[src/fdd_pkg.sv]
// Shared types and constants for the fraction decimal digit divider.
// No dependencies; every other file imports this package.
`default_nettype none
package fdd_pkg;

    localparam int VALUE_W      = 31;  // dividend, divisor, quotient width
    localparam int COUNT_W      = 7;   // digit count width
    localparam int WIDE_W       = 35;  // remainder times ten
    localparam int FRAC_BITS    = 4;   // quotient bits of one decimal digit
    localparam int STEP_W       = 5;   // holds up to VALUE_W steps
    localparam int RADIX        = 10;
    localparam int MAX_DIGITS_D = 64;

    // controller states
    typedef enum logic [1:0] {
        ST_IDLE,
        ST_DIVIDE,
        ST_EMIT
    } fdd_state_t;

    // controller to datapath commands
    typedef struct packed {
        logic load_first;  // take a new item, clear quotient
        logic load_frac;   // scale remainder by ten for the next digit
        logic step;        // one restoring division step
    } fdd_cmd_t;

    // datapath to controller status
    typedef struct packed {
        logic div_zero;    // divisor of the incoming item is zero
    } fdd_status_t;

endpackage
`default_nettype wire

[src/fdd_controller.sv]
// Controller: sequences one request through its digits, counts division
// steps and remaining digits, and runs both handshakes. Depends on fdd_pkg.
`default_nettype none
module fdd_controller import fdd_pkg::*;
#(
    parameter int MAX_DIGITS = MAX_DIGITS_D
)
(
    input  wire logic               clk,
    input  wire logic               rst_n,
    input  wire logic               in_valid,
    output logic                    in_ready,
    input  wire logic [COUNT_W-1:0] digit_count,
    output logic                    out_valid,
    input  wire logic               out_ready,
    output logic                    out_last,
    output logic                    out_error,
    input  wire fdd_status_t        status,
    output fdd_cmd_t                cmd
);

    fdd_state_t         state_reg, state_next;
    logic [STEP_W-1:0]  steps_reg, steps_next;
    logic [COUNT_W-1:0] left_reg, left_next;
    logic               err_reg, err_next;
    logic [COUNT_W-1:0] count_sat;

    // zero digit count means one, large counts clip to the maximum
    always_comb
    begin
        priority if (digit_count == '0)
            count_sat = COUNT_W'(1);
        else if (digit_count > COUNT_W'(MAX_DIGITS))
            count_sat = COUNT_W'(MAX_DIGITS);
        else
            count_sat = digit_count;
    end

    assign out_last  = err_reg || (left_reg == COUNT_W'(1));
    assign out_error = err_reg;

    always_ff @(posedge clk or negedge rst_n)
    begin
        if (!rst_n)
        begin
            state_reg <= ST_IDLE;
            steps_reg <= '0;
            left_reg  <= '0;
            err_reg   <= 1'b0;
        end
        else
        begin
            state_reg <= state_next;
            steps_reg <= steps_next;
            left_reg  <= left_next;
            err_reg   <= err_next;
        end
    end

    // next state and commands
    always_comb
    begin
        state_next = state_reg;
        steps_next = steps_reg;
        left_next  = left_reg;
        err_next   = err_reg;
        in_ready   = 1'b0;
        out_valid  = 1'b0;
        cmd        = '0;
        unique case (state_reg)
            ST_IDLE:
            begin
                in_ready = 1'b1;
                if (in_valid)
                begin
                    cmd.load_first = 1'b1;
                    left_next      = count_sat;
                    steps_next     = STEP_W'(VALUE_W);
                    err_next       = status.div_zero;
                    state_next     = status.div_zero ? ST_EMIT : ST_DIVIDE;
                end
            end
            ST_DIVIDE:
            begin
                cmd.step   = 1'b1;
                steps_next = steps_reg - STEP_W'(1);
                if (steps_reg == STEP_W'(1))
                    state_next = ST_EMIT;
            end
            ST_EMIT:
            begin
                out_valid = 1'b1;
                if (out_ready)
                begin
                    if (out_last)
                    begin
                        left_next  = '0;
                        err_next   = 1'b0;
                        state_next = ST_IDLE;
                    end
                    else
                    begin
                        cmd.load_frac = 1'b1;
                        left_next     = left_reg - COUNT_W'(1);
                        steps_next    = STEP_W'(FRAC_BITS);
                        state_next    = ST_DIVIDE;
                    end
                end
            end
            default:
            begin
                state_next = ST_IDLE;
            end
        endcase
    end

endmodule
`default_nettype wire

[config.mk]
export PLATFORM = sky130hd
export DESIGN_NAME = fdd_controller
export DESIGN_NICKNAME = d
export VERILOG_FILES = /design/src/fdd_pkg.sv /design/src/fdd_controller.sv
export SDC_FILE = /design/constraint.sdc
export NUM_CORES = 1
export LEC_CHECK = 0
export BUFFER_PORTS_ARGS = -buffer_cell sky130_fd_sc_hd__buf_4
export CAP_MARGIN = 10
export CORE_ASPECT_RATIO = 1.4
export CORE_MARGIN = 2
export CORE_UTILIZATION = 54
export DETAILED_ROUTE_END_ITERATION = 7
export PLACE_DENSITY = 0.85
export REMOVE_ABC_BUFFERS = 1
export SLEW_MARGIN = 20
export SYNTH_ARGS = -nofsm -noshare
export SYNTH_HDL_FRONTEND = slang
export SYNTH_SLANG_ARGS = --single-unit
[constraint.sdc]
create_clock -name clk -period 2.1 [get_ports clk]
set_input_delay 0.315 -clock clk [delete_from_list [all_inputs] [get_ports clk]]
set_output_delay 0.315 -clock clk [all_outputs]
set_load 0.01 [all_outputs]
# Yosys cells after proc, flatten, opt, wreduce, memory -nomap -nowiden
# Index checks and enable logic that the tools add are counted.
dict set report word_totals {
  regBits 15
  output_inout_bits 7
  word_cells 53
}
dict set report op_classes {
  n_mux 28
  magnitude_cmp 1
  eq_ne 9
  n_reduce_logical 9
  addsub 2
}
# operator count
set ops {}
lappend ops {{2-to-1 mux 7 bit} 5}
lappend ops {{2-to-1 mux 5 bit} 3}
lappend ops {{case mux 5 bit (3 select lines)} 1}
lappend ops {{case mux 7 bit (2 select lines)} 1}
lappend ops {{2-to-1 mux 1 bit} 12}
lappend ops {{!= test 2 bit (second input constant)} 5}
lappend ops {{2-to-1 mux 2 bit} 4}
lappend ops {{AND reduction 4 bit} 2}
lappend ops {{equality test 7 x 1 -> 1 bit (second input constant)} 1}
lappend ops {{> comparator 7 bit (second input constant)} 1}
lappend ops {{logical NOT 7 bit} 1}
lappend ops {{subtractor 7 x 1 -> 7 bit (second input constant)} 1}
lappend ops {{case mux 2 bit (3 select lines)} 1}
lappend ops {{AND reduction 3 bit} 2}
lappend ops {{equality test 5 x 1 -> 1 bit (second input constant)} 1}
lappend ops {{subtractor 5 x 1 -> 5 bit (second input constant)} 1}
lappend ops {{nonzero test 3 bit} 1}
lappend ops {{equality test 2 x 1 -> 1 bit (second input constant)} 1}
lappend ops {{equality test 2 bit (second input constant)} 1}
lappend ops {{logical NOT 2 bit} 1}
lappend ops {{case mux 1 bit (2 select lines)} 1}
lappend ops {{nonzero test 2 bit} 1}
lappend ops {{logical OR 1 bit} 1}

# Longest topological paths before layout
# Gate-level depths: netlist of run 1.
dict set report depth {
  ltp_word 5
  mapped_depth 7
  ltp_nobuf 6
}

# Least setup slack after synthesis of run 1
# Ideal clock, no wire load.
dict set report synth_timing {
  path_kind {flip-flop to flip-flop}
  start {register state_reg[0]}
  end {register steps_reg[1]}
  required_ps 1972
  arrival_time_ps 1829
  stages_incl_launch_ff 8
  slack_ps 144
  cell_sequence {dfrtp_1 -> inv_1 -> ha_1 -> buf_6 -> nor2b_4 -> or3_1 -> a21oi_2 -> mux2_1}
}
dict set report synth_between {
  elab_chain_cells 3
  elab_cells_between_ends 9
  cone_classes {eq/ne (5); mux (1); reduce/logical (3)}
}
# item line_no
set synth_lines {}
lappend synth_lines {{start: declaration} fdd_controller.sv:22} ;# fdd_state_t state_reg, state_next;
lappend synth_lines {{start signal: assignment} fdd_controller.sv:53} ;# state_reg <= state_next;
lappend synth_lines {{equality test 2 bit (tied with other cells)} fdd_controller.sv:70} ;# unique case (state_reg)
lappend synth_lines {{!= test 2 bit (no line) or nonzero test 3 bit (tied branches)} n/a}
lappend synth_lines {{AND reduction 4 bit (no line)} n/a}
lappend synth_lines {{end signal: assignment} fdd_controller.sv:54} ;# steps_reg <= steps_next;
lappend synth_lines {{end: declaration} fdd_controller.sv:23} ;# logic [STEP_W-1:0] steps_reg, steps_next;
# Several ways; a longest one is shown, not always the timed one.
# A chain may end at the register's enable or synchronous reset.

==> results.txt, run 1 <==
Final #Nets: 170
Overall Power: 2.02 mW
Yosys Warn Count: 0
fmax: 0.492 GHz
Starting DRT DRC Count: 24
post-place instance area: 0.00126 mm^2
Clock Path Buffers: 2
critical path class: flip-flop to output pin
max reg flops: 7
hold_ws: 0.320 ns
final hold violation count: 0
Post-synth EDFFs: 0
Die Wd: 42.1 um
Worst-Skew Late Latency: 0.28 ns
DP HPWL: 2060 um
crit path launch type: flip-flop
average routed wire per standard cell: 15.6 um
Critical Path RT: 1.78 ns
sum of negative setup slack: 0 ns
Synth Register Bits: 15
worst slew pin tran: 0.463 ns
CP cell instances: inv_1, ha_1, nor4b_4, a21oi_2, and2_1, buf_4
register area share after synthesis: 0.342
Initial Util: 0.562
first-pass GRT wire length: 4330 um
relative slew slack: 0.689
vias after detailed routing: 1057
worst-path maximum fanout: 4
die height: 57.3 um
ys async rst share: 1.00
IO buf count: 18
RR Startpoint: state_reg[0]
grt total ovfl: 0
Total Routed Length: 2650 um
largest stage delay on the critical path: 0.40 ns
CTS Buf Count: 3
Synth Area per Inst: 8.84 um^2
number of global-route vias before repair: 1025
Root Driver: clkbuf_4
post-route design area: 0.00133 mm^2
CTS Sinks: 15
die area: 0.00241 mm^2
core area: 0.00195 mm^2
drt pass-1 iters: 4
Max Slew Vio Count: 0
GRT Total Usage: 0.229
most common flop cell mapped by yosys: dfrtp_1
crit path capture type: output pin
peak supply drop: 0.993 mV
Power Dens Cells: 1520 mW/mm^2
GP Congestion: 0.897
Crit-path slowest cell: dfrtp_1
area grow syn2layout: 20.9%
ant diodes: 0
post-route insts no fill: 170
DRC violations left: 0
Tcrit/Tclk final: 0.967
Setup crit start: left_reg[1]
Setup violations, final: 0
routed vias/inst: 6.22
placed insts: 164
layout cells sized above 1: 0.228
HP Class: input pin to flip-flop
Tmin final: 2.03 ns
HP Start: digit_count[6]
P_leak: 0.613 nW
post-synthesis cell area: 0.00110 mm^2
RSZ-0062 raised after global routing: no
Max H-tree Level: 1
CTS tree: done
pin count of the biggest net entering global routing: 16
antenna violations before repair: 0
Reg clk slew, reported paths: 0.09 ns
Yosys cell types: 44
synthesized netlist cell count: 124
I/O pin count: 19
Max Cap Violations: 0
num rows: 19
Layout Skew: 0.00177 ns
crit path DAT: 1.72 ns
run status: finished, final reports clean
Final ANT Viol Nets: 0
## worst max-delay path, delay by kind of cell, from the launching register on
kind                       cells  cell delay (ns)
DFF                            1             0.40
adders and majority gates      1             0.18
buffers and inverters          2             0.22
and+or+nand+nor                2             0.50
AOI/OAI and AO/OA              1             0.13
## metal layers
| layer | global-route usage | wire (um) | up-vias |
|---|---|---|---|
| met5 | 0 | 0 | - |
| met4 | 0.0804 | 65 | 0 |
| met3 | 0.0222 | 141 | 16 |
| met2 | 0.442 | 1410 | 40 |
| met1 | 0.256 | 1030 | 494 |
| li1 | - | - | 507 |
## cell type report
| cell class | instances | area (um^2) |
|---|---|---|
| Clock buffer | 4 | 26.3 |
| Fill cell | 177 | 624 |
| Inverter | 12 | 45.0 |
| Multi-Input combinational cell | 95 | 676 |
| Sequential cell | 15 | 377 |
| Tap cell | 21 | 26.3 |
| Timing Repair Buffer | 23 | 175 |
## cells in the final DEF, fill, tap and decap left out, drive strengths merged, types with 2 or more instances in the layout
cell type,n
a21o,2
a21oi,7
a22o,2
a2bb2oi,2
a32oi,2
and2,2
buf,22
clkbuf,4
dfrtp,15
ha,8
inv,12
mux2,3
nand2,11
nand2b,3
nor2,10
nor2b,3
nor3,4
o21ai,11
o221ai,2
o2bb2ai,2
## cell usage after synthesis (all sizes together), types with 2 or more instances
cell type  count  area [um^2]
and2           2         12.5
dfrtp         15          375
nor2b          3         26.3
nand2b         3         18.8
a2bb2oi        2         17.5
a21o           2         15.0
nand2         11         41.3
a22o           2         17.5
inv           12         45.0
nor3           4         20.0
nor2          10         37.5
a32oi          2         17.5
o2bb2ai        2         17.5
mux2           3         33.8
ha             8          100
a21oi          7         38.8
o221ai         2         17.5
o21ai         11         55.1
## final timing paths
kind	end	cells after the start	slack [ns]
hold reg to reg	left_reg[1]	2	0.52
hold / removal	left_reg[6]	3	0.32
max in group asynchronous	state_reg[0]	2	1.49
setup / recovery	cmd[1]	6	0.07
setup reg to reg	steps_reg[0]	6	0.12
min in group asynchronous	left_reg[6]	2	0.42
## cells by family (layout without fill, tap and decap cells)
family          count (synthesis)  after routing  share of synthesized area
compound gates                 44             44                      0.283
fa+ha+maj                       8              8                     0.0913
buf+inv                        14             39                     0.0548
flops                          15             15                      0.342
mux                             4              4                     0.0400
simple gates                   39             39                      0.188
## what timing repair did
action	in CTS	in global routing
endpoints found under the setup margin	1	2
endpoints found under the hold margin	15	0
hold buffers	1	0
resized for setup	2	2
setup buffers	0	1
## power breakdown
group,switching [mW],internal [mW]
Sequential,0.151,0.423
Clock,0.0908,0.0737
Combinational,0.689,0.588
## through the flow
| step | setup WS [ns] | util |
|---|---|---|
| 6_report | 0.0695 | 0.680 |
| 5_1_grt | 0.0132 | 0.680 |
| 4_1_cts | 0.0542 | 0.674 |
| 3_5_place_dp | 0.106 | 0.649 |
| 3_3_place_gp | 0.207 | 0.649 |
| 2_1_floorplan | 0.167 | - |
Note: power is estimated with default switching activity, not from simulation.
==> run 2, diff against run 1 <==
BUFFER_PORTS_ARGS = unset   (was -buffer_cell sky130_fd_sc_hd__buf_4)
CORE_ASPECT_RATIO = unset   (was 1.4)
CORE_UTILIZATION = 61   (was 54)
DONT_BUFFER_PORTS = 1   (was unset)
GPL_TIMING_DRIVEN = 0   (was unset)
==> results.txt, run 2 (synthesis results as in run 1) <==
layout cells sized above 1: 0.116
Critical Path RT: 2.31 ns
critical path class: flip-flop to flip-flop
Starting DRT DRC Count: 32
Worst-Skew Late Latency: 0.29 ns
Max Cap Violations: 0
Fillers: 145
Root Driver: clkbuf_4
die area: 0.00215 mm^2
GP Congestion: 0.814
RSZ-0062 raised after global routing: no
Initial Util: 0.642
IO buf count: 0
GRT Total Usage: 0.269
Tmin final: 1.99 ns
routed vias/inst: 6.25
Reg clk slew, reported paths: 0.09 ns
post-route design area: 0.00120 mm^2
Clock Path Buffers: 2
run status: finished, final reports clean
crit path DAT: 2.20 ns
Setup violations, final: 0
Max H-tree Level: 1
worst-path maximum fanout: 5
DRC violations left: 0
final hold violation count: 0
ant diodes: 0
CTS tree: done
number of global-route vias before repair: 920
I/O pin count: 19
Crit-path slowest cell: or4b_1
drt pass-1 iters: 4
crit path launch type: flip-flop
die height: 46.4 um
peak supply drop: 0.928 mV
sum of negative setup slack: 0 ns
core area: 0.00171 mm^2
multi-input logic area: 701 um^2
antenna violations before repair: 0
CP cell instances: inv_1, ha_2, nor2b_1, or3_1, or4b_1, o221ai_1
Tcrit/Tclk final: 0.947
grt total ovfl: 0
fmax: 0.503 GHz
Max Slew Vio Count: 0
Final #Nets: 150
HP Class: input pin to flip-flop
area grow syn2layout: 9.82%
crit path capture type: flip-flop
average routed wire per standard cell: 15.8 um
Layout Skew: 0.00571 ns
pin count of the biggest net entering global routing: 16
first-pass GRT wire length: 3960 um
Seq. cell area: 375 um^2
max reg flops: 7
CTS Sinks: 15
worst slew pin tran: 0.701 ns
Die Wd: 46.4 um
P_leak: 0.519 nW
largest stage delay on the critical path: 0.49 ns
commonest non-fill, non-tap cell in the layout: dfrtp_1
vias after detailed routing: 963
relative slew slack: 0.531
post-place instance area: 0.00111 mm^2
CTS Buf Count: 3
DP HPWL: 1770 um
Total Routed Length: 2430 um
Overall Power: 1.92 mW
Final ANT Viol Nets: 0
num rows: 15
Power Dens Cells: 1590 mW/mm^2
most frequent cells in the layout: dfrtp_1, inv_1, nand2_1, o21ai_0, nor2_1
## run 2: final cells by class
cell class                 instances  share of cell area
clock buffer                       4              0.0218
sequential                        15               0.312
tap                               25              0.0260
inverter                          12              0.0374
multi-input combinational         95               0.582
timing repair buffer               3              0.0208
## run 2: final timing paths
path                                 from           end  slack [ns]  depth (start not counted)
setup / recovery             state_reg[0]  steps_reg[0]        0.11                          6
hold / removal             digit_count[6]   left_reg[6]        0.22                          2
setup reg to reg             state_reg[0]  steps_reg[0]        0.11                          6
hold reg to reg               left_reg[1]   left_reg[1]        0.52                          2
max in group asynchronous           rst_n   left_reg[6]        1.15                          1
min in group asynchronous           rst_n  steps_reg[0]        0.50                          1
## run 2: what timing repair did
action,4_1_cts,5_1_grt
setup endpoints to repair,7,3
endpoints found under the hold margin,15,0
hold buffers,1,0
buffers inserted,1,1
resized for setup,3,4
## run 2: critical path: cells and delay by family (launching register included)
family	cells	cell delay, ns
adder cells (fa/ha/maj)	1	0.24
buffers and inverters	1	0.10
AND/OR/NAND/NOR	3	1.10
AO/OA/AOI/OAI	1	0.09
flip-flops	1	0.39
## run 2: per-stage QoR
step / hold slack (ns) / instances / utilization / worst slack (ns)
final: 0.216 / 154 / 0.705 / 0.111
after global routing: 0.225 / 154 / 0.705 / 0.0164
after CTS: 0.214 / 153 / 0.684 / 0.0339
after detailed placement: 0.0197 / 147 / 0.651 / -0.194
after global placement: 0.0197 / 147 / 0.651 / -0.150
after floorplan: 0.0194 / 122 / - / 0.167
## run 2: routing by layer
layer	vias to the layer above	wire length (um)	GRT usage
li1	468	-	-
met1	473	1030	0.308
met2	17	1270	0.461
met3	5	75	0.0627
met4	0	51	0.137
met5	-	0	0
## run 2: where the power goes
group	switching, mW	leakage, nW	internal [mW]
logic	0.673	0.322	0.503
clock network	0.0978	0.0150	0.0740
registers	0.147	0.182	0.421
==> run 3, diff against run 2 <==
CORE_UTILIZATION = 55   (was 61)
PLACE_DENSITY = 0.81   (was 0.85)
clock period = 1.8 ns   (was 2.1 ns; I/O delays follow)
==> results.txt, run 3 (synthesis results as in run 1) <==
CTS Buf Count: 3
setup ws final: -0.0349 ns
Max Cap Violations: 0
Total Routed Length: 2700 um
Max Slew Vio Count: 0
worst slew pin tran: 0.699 ns
failing checks: setup timing
number of global-route vias before repair: 999
crit path capture type: flip-flop
Seq. cell area: 375 um^2
run status: finished with violations
core area: 0.00192 mm^2
Power Dens Cells: 1900 mW/mm^2
routed vias/inst: 6.11
Root Driver: clkbuf_4
area grow syn2layout: 21.8%
critical path class: flip-flop to flip-flop
Final ANT Viol Nets: 0
DRC violations left: 0
die area: 0.00237 mm^2
most frequent cells in the layout: dfrtp_1, nand2_1, nor2_1, o21ai_0, inv_1
crit path launch type: flip-flop
CTS tree: done
num rows: 16
post-place instance area: 0.00111 mm^2
I/O pin count: 19
drt pass-1 iters: 4
GRT Total Usage: 0.243
vias after detailed routing: 1002
worst-path maximum fanout: 5
pin count of the biggest net entering global routing: 16
R2R setup slack: -0.03 ns
HP Class: input pin to flip-flop
Reg clk slew, reported paths: 0.08 ns
P_leak: 0.568 nW
Critical Path RT: 2.00 ns
RSZ-0062 raised after global routing: yes
Fillers: 155
IO buf count: 0
Tcrit/Tclk final: 1.02
post-route design area: 0.00134 mm^2
grt total ovfl: 0
commonest non-fill, non-tap cell in the layout: dfrtp_1
peak supply drop: 1.33 mV
ant diodes: 0
GP Congestion: 0.891
die height: 48.6 um
Tmin final: 1.83 ns
Initial Util: 0.570
first-pass GRT wire length: 4460 um
Max H-tree Level: 1
max reg flops: 7
Overall Power: 2.54 mW
antenna violations before repair: 0
fmax: 0.545 GHz
Die Wd: 48.6 um
final hold violation count: 0
hold_ws: 0.196 ns
multi-input logic area: 763 um^2
average routed wire per standard cell: 16.5 um
sum of negative setup slack: -0.0349 ns
Worst-Skew Late Latency: 0.28 ns
crit path DAT: 2.04 ns
Clock Path Buffers: 2
Layout Skew: 0.00147 ns
Setup violations, final: 1
layout cells sized above 1: 0.248
Final #Nets: 158
relative slew slack: 0.532
Starting DRT DRC Count: 29
CTS Sinks: 15
DP HPWL: 1780 um
[run 3: cell count changes in the layout (fill, tap and decap cells not counted), sizes merged]
cell,previous run,this run
buf,2,9
clkdlybuf4s18,0,1
[run 3: what timing repair did]
item                                   4_1_cts  5_1_grt
hold buffers                                 1        0
setup endpoints to repair                   16       13
endpoints found under the hold margin       15        0
pin swaps                                    3        1
resized for setup                           14       11
buffers inserted                             8        2
[run 3: path summary, 6_finish.rpt]
check                                     from           end  depth (start not counted)
worst max-delay path              state_reg[0]  steps_reg[0]                          5
worst min-delay path            digit_count[1]   left_reg[1]                          2
worst max register to register    state_reg[0]  steps_reg[0]                          5
worst min register to register     left_reg[4]   left_reg[4]                          1
max in group asynchronous                rst_n  steps_reg[2]                          1
min in group asynchronous                rst_n  steps_reg[0]                          1
[run 3: routing by layer]
| layer | GRT usage | share of wire |
|---|---|---|
| met1 | 0.287 | 0.44 |
| met2 | 0.404 | 0.49 |
| met3 | 0.0895 | 0.056 |
| met4 | 0.0857 | 0.014 |
| met5 | 0 | 0 |
[run 3: critical path: stages, from the launching register on]
cell and delay [ns]:
dfrtp_1 0.41, buf_4 0.16, ha_1 0.23, or3_4 0.42, or4b_1 0.46, o221ai_1 0.08
[run 3: power by group]
part	internal [mW]	switching (mW)	total (mW)
Combinational	0.790	0.885	1.68
Clock	0.0861	0.105	0.191
Sequential	0.491	0.183	0.674
[run 3: area by class of cell]
cell class	count	share of cell area
multi-input combinational	95	0.572
sequential	15	0.281
timing repair buffer	11	0.0684
inverter	12	0.0337
tap	27	0.0253
clock buffer	4	0.0197
[run 3: stage by stage]
stage	cells	worst slack [ns]	util
2_1_floorplan	122	-0.133	-
3_3_place_gp	149	-0.393	0.580
3_5_place_dp	149	-0.446	0.580
4_1_cts	162	-0.0238	0.666
5_1_grt	164	-0.0874	0.695
6_report	164	-0.0349	0.695
